### src/sv/kce_pkg.sv
`timescale 1ns / 1ps
`default_nettype none

package kce_pkg;

    localparam int N_ELEMS_DEF    = 20;
    localparam int ELEM_WIDTH_DEF = 32;

    localparam int KIND_W   = 2;
    localparam int IDX_W    = 5;
    localparam int KEY_W    = 32;
    localparam int BLOCK_W  = 20;
    localparam int CIPHER_W = 37;
    localparam int CFG_W    = 32;
    localparam int CFG_IX_W = 2;
    localparam int ACC_W    = 37;
    localparam int MOD_W    = 33;

    localparam logic [KIND_W-1:0] KIND_LOAD = 2'd0;
    localparam logic [KIND_W-1:0] KIND_ENC  = 2'd1;
    localparam logic [KIND_W-1:0] KIND_DEC  = 2'd2;

    localparam logic [CFG_IX_W-1:0] REG_MODULUS    = 2'd0;
    localparam logic [CFG_IX_W-1:0] REG_MULTIPLIER = 2'd1;
    localparam logic [CFG_IX_W-1:0] REG_INVERSE    = 2'd2;

    localparam logic RES_CIPHER = 1'b0;
    localparam logic RES_PLAIN  = 1'b1;

    typedef logic [ACC_W-1:0] t_acc;
    typedef logic [MOD_W-1:0] t_mod;

    typedef enum logic [1:0] {
        OP_MSTEP,
        OP_SUBGE,
        OP_ADD
    } t_op;

    typedef struct packed {
        t_op  op;
        t_acc acc;
        t_acc operand;
    } t_alu_req;

    typedef struct packed {
        t_acc res;
        logic ge;
    } t_alu_rsp;

endpackage

`default_nettype wire

### src/sv/kce_if.sv
`timescale 1ns / 1ps
`default_nettype none

interface kce_in_if;
    import kce_pkg::*;
    logic                valid;
    logic                ready;
    logic [KIND_W-1:0]   kind;
    logic [IDX_W-1:0]    elem_index;
    logic [KEY_W-1:0]    key_value;
    logic [BLOCK_W-1:0]  plain_block;
    logic [CIPHER_W-1:0] cipher_in;

    modport source (output valid, kind, elem_index, key_value, plain_block, cipher_in,
                    input ready);
    modport sink (input valid, kind, elem_index, key_value, plain_block, cipher_in,
                  output ready);
endinterface

interface kce_out_if;
    import kce_pkg::*;
    logic                valid;
    logic                ready;
    logic                result_kind;
    logic [CIPHER_W-1:0] cipher_out;
    logic [BLOCK_W-1:0]  plain_out;

    modport source (output valid, result_kind, cipher_out, plain_out, input ready);
    modport sink (input valid, result_kind, cipher_out, plain_out, output ready);
endinterface

interface kce_cfg_if;
    import kce_pkg::*;
    logic                valid;
    logic                ready;
    logic [CFG_IX_W-1:0] index;
    logic [CFG_W-1:0]    data;

    modport source (output valid, index, data, input ready);
    modport sink (input valid, index, data, output ready);
endinterface

`default_nettype wire

### src/sv/kce_alu.sv
`timescale 1ns / 1ps
`default_nettype none

module kce_alu (
    input  kce_pkg::t_alu_req i_req,
    input  kce_pkg::t_mod     i_modulus,
    output kce_pkg::t_alu_rsp o_rsp
);
    import kce_pkg::*;

    localparam int T_W = MOD_W + 2;

    logic [T_W-1:0] t;
    logic [T_W-1:0] m1;
    logic [T_W-1:0] m2;

    // modular step: (2*acc + operand) mod M, with acc and operand below M
    assign t  = {i_req.acc[T_W-2:0], 1'b0} + i_req.operand[T_W-1:0];
    assign m1 = {2'b00, i_modulus};
    assign m2 = {1'b0, i_modulus, 1'b0};

    always_comb begin
        o_rsp.res = i_req.acc;
        o_rsp.ge  = 1'b0;
        case (i_req.op)
            OP_MSTEP: begin
                if (t >= m2) begin
                    o_rsp.res = t_acc'(t - m2);
                end else if (t >= m1) begin
                    o_rsp.res = t_acc'(t - m1);
                end else begin
                    o_rsp.res = t_acc'(t);
                end
            end
            OP_SUBGE: begin
                o_rsp.ge = (i_req.acc >= i_req.operand);
                if (o_rsp.ge) begin
                    o_rsp.res = i_req.acc - i_req.operand;
                end
            end
            OP_ADD: begin
                o_rsp.res = i_req.acc + i_req.operand;
            end
            default: begin
                o_rsp.res = i_req.acc;
            end
        endcase
    end

endmodule

`default_nettype wire

### src/sv/kce_keystore.sv
`timescale 1ns / 1ps
`default_nettype none

module kce_keystore #(
    parameter int N_ELEMS    = kce_pkg::N_ELEMS_DEF,
    parameter int ELEM_WIDTH = kce_pkg::ELEM_WIDTH_DEF,
    localparam int IW        = $clog2(N_ELEMS)
) (
    input  wire logic                  i_clk,
    input  wire logic                  i_priv_we,
    input  wire logic [IW-1:0]         i_priv_waddr,
    input  wire logic [ELEM_WIDTH-1:0] i_priv_wdata,
    input  wire logic                  i_pub_we,
    input  wire logic [IW-1:0]         i_pub_waddr,
    input  wire logic [ELEM_WIDTH-1:0] i_pub_wdata,
    input  wire logic [IW-1:0]         i_raddr,
    output logic      [ELEM_WIDTH-1:0] o_priv,
    output logic      [ELEM_WIDTH-1:0] o_pub
);

    logic [ELEM_WIDTH-1:0] r_priv_mem [N_ELEMS];
    logic [ELEM_WIDTH-1:0] r_pub_mem  [N_ELEMS];

    always_ff @(posedge i_clk) begin
        if (i_priv_we) begin
            r_priv_mem[i_priv_waddr] <= i_priv_wdata;
        end
        o_priv <= r_priv_mem[i_raddr];
    end

    always_ff @(posedge i_clk) begin
        if (i_pub_we) begin
            r_pub_mem[i_pub_waddr] <= i_pub_wdata;
        end
        o_pub <= r_pub_mem[i_raddr];
    end

endmodule

`default_nettype wire

### src/sv/knapsack_cipher_engine_core.sv
`timescale 1ns / 1ps
`default_nettype none

// Channel  Port   Dir  Carries
// input    i_in   in   kind, elem_index, key_value, plain_block, cipher_in
// result   o_out  out  result_kind, cipher_out, plain_out
// config   i_cfg  in   index, data (modulus, multiplier, inverse_mult)
//
// Encrypt and decrypt each end in a result; a load holds the input off while it
// runs and gives no result. The bit-serial modular step unit takes one operand
// bit a cycle, and one key element is read a cycle. Input ready only while idle;
// a pending result stalls the next finish only. Synchronous active-low reset;
// key store is not cleared.

module knapsack_cipher_engine_core #(
    parameter int N_ELEMS    = kce_pkg::N_ELEMS_DEF,
    parameter int ELEM_WIDTH = kce_pkg::ELEM_WIDTH_DEF
) (
    input  wire logic  i_clk,
    input  wire logic  i_rst_n,
    kce_in_if.sink     i_in,
    kce_out_if.source  o_out,
    kce_cfg_if.sink    i_cfg
);
    import kce_pkg::*;

    localparam int IW = $clog2(N_ELEMS);
    localparam int PW = (N_ELEMS > BLOCK_W) ? N_ELEMS : BLOCK_W;

    localparam logic [2:0] ST_IDLE = 3'd0;
    localparam logic [2:0] ST_RED  = 3'd1;
    localparam logic [2:0] ST_MUL  = 3'd2;
    localparam logic [2:0] ST_GRD  = 3'd3;
    localparam logic [2:0] ST_ENC  = 3'd4;
    localparam logic [2:0] ST_FIN  = 3'd5;

    logic [2:0]          r_state;
    logic [KIND_W-1:0]   r_kind;
    logic [5:0]          r_cnt;
    logic [IW-1:0]       r_idx;
    t_acc                r_a;
    t_acc                r_acc;
    logic [KEY_W-1:0]    r_ar;
    logic [PW-1:0]       r_bits;
    logic [CFG_W-1:0]    r_mod;
    logic [CFG_W-1:0]    r_mult;
    logic [CFG_W-1:0]    r_inv;
    logic                r_ov;
    logic                r_out_kind;
    logic [CIPHER_W-1:0] r_out_cipher;
    logic [BLOCK_W-1:0]  r_out_plain;

    logic                  accept;
    logic                  idx_ok;
    logic                  last;
    t_mod                  modulus;
    t_alu_req              req;
    t_alu_rsp              rsp;
    logic [IW-1:0]         raddr;
    logic                  pub_we;
    logic [ELEM_WIDTH-1:0] rd_priv;
    logic [ELEM_WIDTH-1:0] rd_pub;
    logic [KEY_W-1:0]      key_m;

    assign accept  = i_in.valid && i_in.ready;
    assign idx_ok  = (i_in.elem_index < IDX_W'(N_ELEMS));
    assign last    = (r_cnt == 6'd0);
    assign modulus = (r_mod == '0) ? {1'b1, {CFG_W{1'b0}}} : {1'b0, r_mod};
    assign key_m   = KEY_W'(i_in.key_value[ELEM_WIDTH-1:0]);
    assign pub_we  = (r_state == ST_MUL) && last && (r_kind == KIND_LOAD);

    assign i_in.ready  = (r_state == ST_IDLE);
    assign i_cfg.ready = 1'b1;

    assign o_out.valid       = r_ov;
    assign o_out.result_kind = r_out_kind;
    assign o_out.cipher_out  = r_out_cipher;
    assign o_out.plain_out   = r_out_plain;

    always_comb begin
        req.op      = OP_MSTEP;
        req.acc     = r_acc;
        req.operand = '0;
        case (r_state)
            ST_RED: begin
                req.op      = OP_MSTEP;
                req.operand = t_acc'(r_a[ACC_W-1]);
            end
            ST_MUL: begin
                req.op      = OP_MSTEP;
                req.operand = r_a[ACC_W-1] ? t_acc'(r_ar) : '0;
            end
            ST_GRD: begin
                req.op      = OP_SUBGE;
                req.operand = t_acc'(rd_priv);
            end
            ST_ENC: begin
                req.op      = OP_ADD;
                req.operand = r_a[0] ? t_acc'(rd_pub) : '0;
            end
            default: begin
                req.op      = OP_MSTEP;
                req.operand = '0;
            end
        endcase
    end

    // read address leads the element in use by one element, as the key store read is registered
    always_comb begin
        case (r_state)
            ST_ENC:  raddr = (r_cnt[IW-1:0] == IW'(N_ELEMS - 1)) ?
                             r_cnt[IW-1:0] : r_cnt[IW-1:0] + IW'(1);
            ST_GRD:  raddr = last ? '0 : r_cnt[IW-1:0] - IW'(1);
            ST_MUL:  raddr = IW'(N_ELEMS - 1);
            default: raddr = '0;
        endcase
    end

    kce_alu u_alu (
        .i_req     (req),
        .i_modulus (modulus),
        .o_rsp     (rsp)
    );

    kce_keystore #(
        .N_ELEMS    (N_ELEMS),
        .ELEM_WIDTH (ELEM_WIDTH)
    ) u_keystore (
        .i_clk        (i_clk),
        .i_priv_we    (accept && (i_in.kind == KIND_LOAD) && idx_ok),
        .i_priv_waddr (i_in.elem_index[IW-1:0]),
        .i_priv_wdata (i_in.key_value[ELEM_WIDTH-1:0]),
        .i_pub_we     (pub_we),
        .i_pub_waddr  (r_idx),
        .i_pub_wdata  (rsp.res[ELEM_WIDTH-1:0]),
        .i_raddr      (raddr),
        .o_priv       (rd_priv),
        .o_pub        (rd_pub)
    );

    always_ff @(posedge i_clk) begin
        if (!i_rst_n) begin
            r_mod  <= CFG_W'(2);
            r_mult <= CFG_W'(1);
            r_inv  <= CFG_W'(1);
        end else if (i_cfg.valid) begin
            case (i_cfg.index)
                REG_MODULUS:    r_mod  <= i_cfg.data;
                REG_MULTIPLIER: r_mult <= i_cfg.data;
                REG_INVERSE:    r_inv  <= i_cfg.data;
                default: begin
                end
            endcase
        end
    end

    always_ff @(posedge i_clk) begin
        if (!i_rst_n) begin
            r_state <= ST_IDLE;
            r_ov    <= 1'b0;
        end else begin
            // in ST_FIN the finish logic below owns r_ov
            if (r_ov && o_out.ready && (r_state != ST_FIN)) begin
                r_ov <= 1'b0;
            end
            case (r_state)
                ST_IDLE: begin
                    if (accept) begin
                        r_kind <= i_in.kind;
                        r_acc  <= '0;
                        case (i_in.kind)
                            KIND_LOAD: begin
                                if (idx_ok) begin
                                    r_idx   <= i_in.elem_index[IW-1:0];
                                    r_a     <= {key_m, 5'b0};
                                    r_cnt   <= 6'd31;
                                    r_state <= ST_RED;
                                end
                            end
                            KIND_ENC: begin
                                r_a     <= t_acc'(i_in.plain_block);
                                r_cnt   <= '0;
                                r_state <= ST_ENC;
                            end
                            KIND_DEC: begin
                                r_a     <= i_in.cipher_in;
                                r_cnt   <= 6'(CIPHER_W - 1);
                                r_state <= ST_RED;
                            end
                            default: begin
                            end
                        endcase
                    end
                end
                ST_RED: begin
                    if (last) begin
                        r_ar    <= rsp.res[KEY_W-1:0];
                        r_acc   <= '0;
                        r_a     <= {(r_kind == KIND_LOAD) ? r_mult : r_inv, 5'b0};
                        r_cnt   <= 6'd31;
                        r_state <= ST_MUL;
                    end else begin
                        r_acc <= rsp.res;
                        r_a   <= r_a << 1;
                        r_cnt <= r_cnt - 6'd1;
                    end
                end
                ST_MUL: begin
                    r_acc <= rsp.res;
                    r_a   <= r_a << 1;
                    if (last) begin
                        if (r_kind == KIND_LOAD) begin
                            r_state <= ST_IDLE;
                        end else begin
                            r_bits  <= '0;
                            r_cnt   <= 6'(N_ELEMS - 1);
                            r_state <= ST_GRD;
                        end
                    end else begin
                        r_cnt <= r_cnt - 6'd1;
                    end
                end
                ST_GRD: begin
                    r_acc  <= rsp.res;
                    r_bits <= {r_bits[PW-2:0], rsp.ge};
                    if (last) begin
                        r_state <= ST_FIN;
                    end else begin
                        r_cnt <= r_cnt - 6'd1;
                    end
                end
                ST_ENC: begin
                    r_acc <= rsp.res;
                    r_a   <= r_a >> 1;
                    if (r_cnt == 6'(N_ELEMS - 1)) begin
                        r_state <= ST_FIN;
                    end else begin
                        r_cnt <= r_cnt + 6'd1;
                    end
                end
                ST_FIN: begin
                    if (!r_ov || o_out.ready) begin
                        r_ov <= 1'b1;
                        if (r_kind == KIND_DEC) begin
                            r_out_kind   <= RES_PLAIN;
                            r_out_cipher <= '0;
                            r_out_plain  <= r_bits[BLOCK_W-1:0];
                        end else begin
                            r_out_kind   <= RES_CIPHER;
                            r_out_cipher <= r_acc;
                            r_out_plain  <= '0;
                        end
                        r_state <= ST_IDLE;
                    end
                end
                default: begin
                    r_state <= ST_IDLE;
                end
            endcase
        end
    end

endmodule

`default_nettype wire
### src/flat_wrapper.sv
// flat-port wrapper written by rule: the top's interface ports become plain ports
module knapsack_cipher_engine_core_flat import kce_pkg::*;
#(
    parameter int N_ELEMS    = kce_pkg::N_ELEMS_DEF,
    parameter int ELEM_WIDTH = kce_pkg::ELEM_WIDTH_DEF
)
  (i_clk, i_rst_n, i_in_valid, i_in_kind, i_in_elem_index, i_in_key_value, i_in_plain_block, i_in_cipher_in, i_in_ready, o_out_valid, o_out_result_kind, o_out_cipher_out, o_out_plain_out, o_out_ready, i_cfg_valid, i_cfg_index, i_cfg_data, i_cfg_ready);
  kce_in_if i_in_i ();
  kce_out_if o_out_i ();
  kce_cfg_if i_cfg_i ();
  input  wire logic i_clk;
  input  wire logic i_rst_n;
  input wire logic [$bits(i_in_i.valid)-1:0] i_in_valid;
  input wire logic [$bits(i_in_i.kind)-1:0] i_in_kind;
  input wire logic [$bits(i_in_i.elem_index)-1:0] i_in_elem_index;
  input wire logic [$bits(i_in_i.key_value)-1:0] i_in_key_value;
  input wire logic [$bits(i_in_i.plain_block)-1:0] i_in_plain_block;
  input wire logic [$bits(i_in_i.cipher_in)-1:0] i_in_cipher_in;
  output wire logic [$bits(i_in_i.ready)-1:0] i_in_ready;
  output wire logic [$bits(o_out_i.valid)-1:0] o_out_valid;
  output wire logic [$bits(o_out_i.result_kind)-1:0] o_out_result_kind;
  output wire logic [$bits(o_out_i.cipher_out)-1:0] o_out_cipher_out;
  output wire logic [$bits(o_out_i.plain_out)-1:0] o_out_plain_out;
  input wire logic [$bits(o_out_i.ready)-1:0] o_out_ready;
  input wire logic [$bits(i_cfg_i.valid)-1:0] i_cfg_valid;
  input wire logic [$bits(i_cfg_i.index)-1:0] i_cfg_index;
  input wire logic [$bits(i_cfg_i.data)-1:0] i_cfg_data;
  output wire logic [$bits(i_cfg_i.ready)-1:0] i_cfg_ready;
  assign i_in_i.valid = i_in_valid;
  assign i_in_i.kind = i_in_kind;
  assign i_in_i.elem_index = i_in_elem_index;
  assign i_in_i.key_value = i_in_key_value;
  assign i_in_i.plain_block = i_in_plain_block;
  assign i_in_i.cipher_in = i_in_cipher_in;
  assign i_in_ready = i_in_i.ready;
  assign o_out_valid = o_out_i.valid;
  assign o_out_result_kind = o_out_i.result_kind;
  assign o_out_cipher_out = o_out_i.cipher_out;
  assign o_out_plain_out = o_out_i.plain_out;
  assign o_out_i.ready = o_out_ready;
  assign i_cfg_i.valid = i_cfg_valid;
  assign i_cfg_i.index = i_cfg_index;
  assign i_cfg_i.data = i_cfg_data;
  assign i_cfg_ready = i_cfg_i.ready;
  knapsack_cipher_engine_core #(.N_ELEMS(N_ELEMS), .ELEM_WIDTH(ELEM_WIDTH)) u_core (.i_clk(i_clk), .i_rst_n(i_rst_n), .i_in(i_in_i), .o_out(o_out_i), .i_cfg(i_cfg_i));
endmodule
### config.mk
export PLATFORM = sky130hd
export DESIGN_NAME = knapsack_cipher_engine_core_flat
export DESIGN_NICKNAME = d
export VERILOG_FILES = /design/src/sv/kce_pkg.sv /design/src/sv/kce_if.sv /design/src/sv/kce_alu.sv /design/src/sv/kce_keystore.sv /design/src/sv/knapsack_cipher_engine_core.sv /design/src/flat_wrapper.sv
export SDC_FILE = /design/constraint.sdc
export NUM_CORES = 2
export LEC_CHECK = 0
export BUFFER_PORTS_ARGS = -buffer_cell sky130_fd_sc_hd__clkbuf_2
export CAP_MARGIN = 10
export CELL_PAD_IN_SITES_DETAIL_PLACEMENT = 1
export CELL_PAD_IN_SITES_GLOBAL_PLACEMENT = 1
export CORE_MARGIN = 3
export CORE_UTILIZATION = 45
export CTS_CLUSTER_DIAMETER = 80
export DETAILED_ROUTE_END_ITERATION = 12
export GPL_TIMING_DRIVEN = 0
export HOLD_SLACK_MARGIN = 0.1
export PLACE_DENSITY = 0.81
export SLEW_MARGIN = 20
export SYNTH_ARGS = -nofsm -noshare
export SYNTH_HDL_FRONTEND = slang
export SYNTH_SLANG_ARGS = --single-unit
### constraint.sdc
create_clock -name i_clk -period 11.5 [get_ports i_clk]
set_clock_uncertainty 0.15 [all_clocks]
set_input_delay 0.575 -clock i_clk [delete_from_list [all_inputs] [get_ports i_clk]]
set_output_delay 0.575 -clock i_clk [all_outputs]
set_load 0.005 [all_outputs]
==> results.txt <==
CP arrival = 11,290 ps
Initial antenna violation count = 27
Die ar. = 170,000 um^2
Util after Layout = 52.9%
Slew Viols, Final = 0
Final worst path period share = 95.4%
GPL Wtd Cong = 0.966
CTS Buf Count = 170
Clock transition at path regs = 70 ps
Global route overflow = 0
Drt first pass iters = 8
Clk Latency, worst-skew pair = 850 ps
Io pins = 196
Mapped Area = 74,300 um^2
TritonCTS clock tree = done
Peak VDD IR = 180 uV
Number of global-route vias before repair = 55,500
Placeable core region = 163,000 um^2
Post-synth EDFFs = 1,477
Via density = 6.37
DRT Wirelength = 271,000 um
Area delta synth->final = 16.4%
Overall Power = 17.6 mW
Area of the multi-input gates = 25,300 um^2
Register bit total from synthesis = 1,641
Netlist cell types = 103
Via count = 53,400
CP Launch Type = flip-flop
Die span in y = 412 um
Worst-path maximum fanout = 21
Sequential-to-total area share from yosys stat = 64.1%
Clock Sinks = 1,641
Critical path class = reg2reg
CTS root buf = clkbuf_16
Detailed Place HPWL = 193,000 um
Largest net degree at the start of global routing = 32
Pwr Density = 204 nW/um^2
Filler cells = 16,200
Wire length per cell = 32.3 um
Final antenna-violating net count = 0
Core Rows = 148
Cells after synthesis = 5,542
Final worst slack = 524 ps
Max_cap viols = 0
Register Area = 47,600 um^2
Worst path buffer plus inverter count = 6
Final nets = 6,367
CP delay by family, top = simple AND/OR/NAND/NOR gates
DRC violations left = 0
Worst Hold Class = in2reg
Post-synth net total = 5,849
RSZ-0062 raised after global routing = no
CP Capture Type = flip-flop
P_leak = 29.9 nW
Critical Path Most Common Cell = nor2_1
Iteration-0 DRC Markers = 7,124
Initial Util = 45.5%
Total global-route track usage = 31.6%
Worst relative slew slack = 9.60%
Synthesized area per cell = 13.4 um^2
Register-to-register setup slack = 520 ps
Post-CTS sizing = 0
Pre-CTS setup slack = 908 ps
Crit-path max cell delay = 930 ps
CTS Hold Bufs = 65
First-pass GRT wire length = 388,000 um
H-tree depth = 4
WHS = 139 ps
Worst Max-Slew Pin Slew = 1360 ps
Post-CTS setup buffer count = 0
Status = finished, final reports clean
F_max = 0.0911 GHz
Async SR Flop Fraction = 0%
Crit path required time = 11,810 ps
Final Setup Violations = 0
Hold Vio Cnt, Final = 0
Top_reg_cell synth = edfxtp_1
Proportion of layout cells with a drive suffix above 1 = 15.9%
CTS max path bufs = 3
DIE WIDTH = 412 um
Slowest CP cell = nor2_1
Synthesis Warnings = 0
PortBufs = 194
Fin crit period = 10,980 ps
cells by family (layout without fill, tap and decap cells):
family,count (synthesis),count (layout),share of synthesized area (%)
mux,326,326,8.75
buf+inv,464,1127,2.49
other cells,1,8,0.00505
compound gates,1032,1032,9.37
fa+ha+maj,175,175,2.99
flops,1641,1641,64.1
simple gates,1761,1761,10.6
xor+xnor,142,142,1.73
registers in the layout (all words and copies together), names as in the netlist, 6 cells and up:
name	cells
u_core.u_keystore.r_priv_mem	640
u_core.u_keystore.r_pub_mem	640
u_core.o_out.cipher_out	37
u_core.r_a	37
u_core.r_acc	37
u_core.r_ar	32
u_core.r_inv	32
u_core.r_mod	32
u_core.r_mult	32
u_core.u_keystore.o_priv	32
u_core.u_keystore.o_pub	32
u_core.o_out.plain_out	20
u_core.r_bits	20
u_core.r_cnt	6
cell usage in the layout (no fill, tap or decap), drive strengths merged, types with 26 or more instances in the layout:
cell	Yosys	layout
a221o	38	38
xor2	33	33
edfxtp	1477	1477
dlygate4sd3	0	65
a31oi	27	27
inv	143	153
a21boi	100	100
mux4	256	256
a211oi	31	31
clkinv	2	74
a222oi	38	38
o21bai	28	28
ha	167	167
nor2	205	205
o21ai	264	264
nand2	912	912
dfxtp	164	164
buf	98	184
mux2i	47	47
nand3	310	310
a21o	58	58
xnor2	107	107
a21oi	210	210
nand4	26	26
o22ai	38	38
a22oi	35	35
and2	98	98
clkbuf	221	628
nor3	61	61
metrics by stage:
stage                     area (um^2)  std cells  setup TNS, ps
after global placement          78000       7911         -22060
after detailed placement        80000       7996              0
after floorplan                 74300       5542              0
after global routing            86500       8381              0
final                           86500       8387              0
after CTS                       86400       8378              0
worst reg2reg max path, delay by kind of cell (launching register included):
family	cells	cell delay, ps
AOI/OAI and AO/OA	12	2980
xor gates and xnor gates	1	490
adders and majority gates	4	1370
buffers and inverters	6	1990
DFF	1	340
and+or+nand+nor	8	3240
routing by layer:
| metal | share of wire [%] | GRT usage, % | vias up |
|---|---|---|---|
| met2 | 48 | 52.2 | 3110 |
| met5 | 0.044 | 0 | - |
| li1 | - | - | 22100 |
| met1 | 37 | 39.1 | 27400 |
| met3 | 9.3 | 7.06 | 804 |
| met4 | 5.8 | 16.0 | 20 |
synthesized netlist by cell type (23+ instances only):
master       n  area [um^2]
buf_1       44          165
mux4_2     256         5770
mux2i_1     47          470
inv_1      143          537
nand2b_1    24          150
and2_1      97          607
edfxtp_1  1477        44400
o21bai_1    28          210
a221o_1     38          380
a21boi_0   100          751
xor2_1      33          289
dfxtp_1    164         3280
o21ai_0    256         1280
or3_1       23          144
clkbuf_1   221          830
a21o_1      58          435
a21oi_1    205         1030
nor2_1     203          762
nand3_1    309         1550
buf_2       47          235
a31oi_1     26          163
o22ai_1     38          238
a211oi_1    29          218
nand2_1    912         3420
a222oi_1    38          380
nor3_1      60          300
nand4_1     26          163
a22oi_1     34          255
xnor2_1    105          920
ha_1       167         2090
path summary, 6_finish.rpt:
path,startpoint,to,depth (start not counted)
setup / recovery,u_core.r_state[0],u_core.u_keystore.r_pub_mem[12][22],31
hold / removal,i_in_cipher_in[32],u_core.r_a[32],4
setup reg to reg,u_core.r_state[0],u_core.u_keystore.r_pub_mem[12][22],31
hold reg to reg,u_core.r_inv[11],u_core.r_inv[11],2
area by class of cell:
type,instances,share of cell area [%]
Sequential cell,1641,55.1
Multi-Input combinational cell,3437,29.2
Clock buffer,212,5.29
Timing Repair Buffer,346,3.75
Tap cell,2175,3.15
Buffer,319,1.52
Clock inverter,105,1.33
Inverter,145,0.629
Antenna cell,7,0.0203
report_power, final:
group / total, mW / switching [mW] / internal [mW]
Combinational: 4.46 / 3.16 / 1.30
Clock: 5.72 / 2.48 / 3.24
Sequential: 7.47 / 0.181 / 7.29
Power figures use the tool's default switching activity.
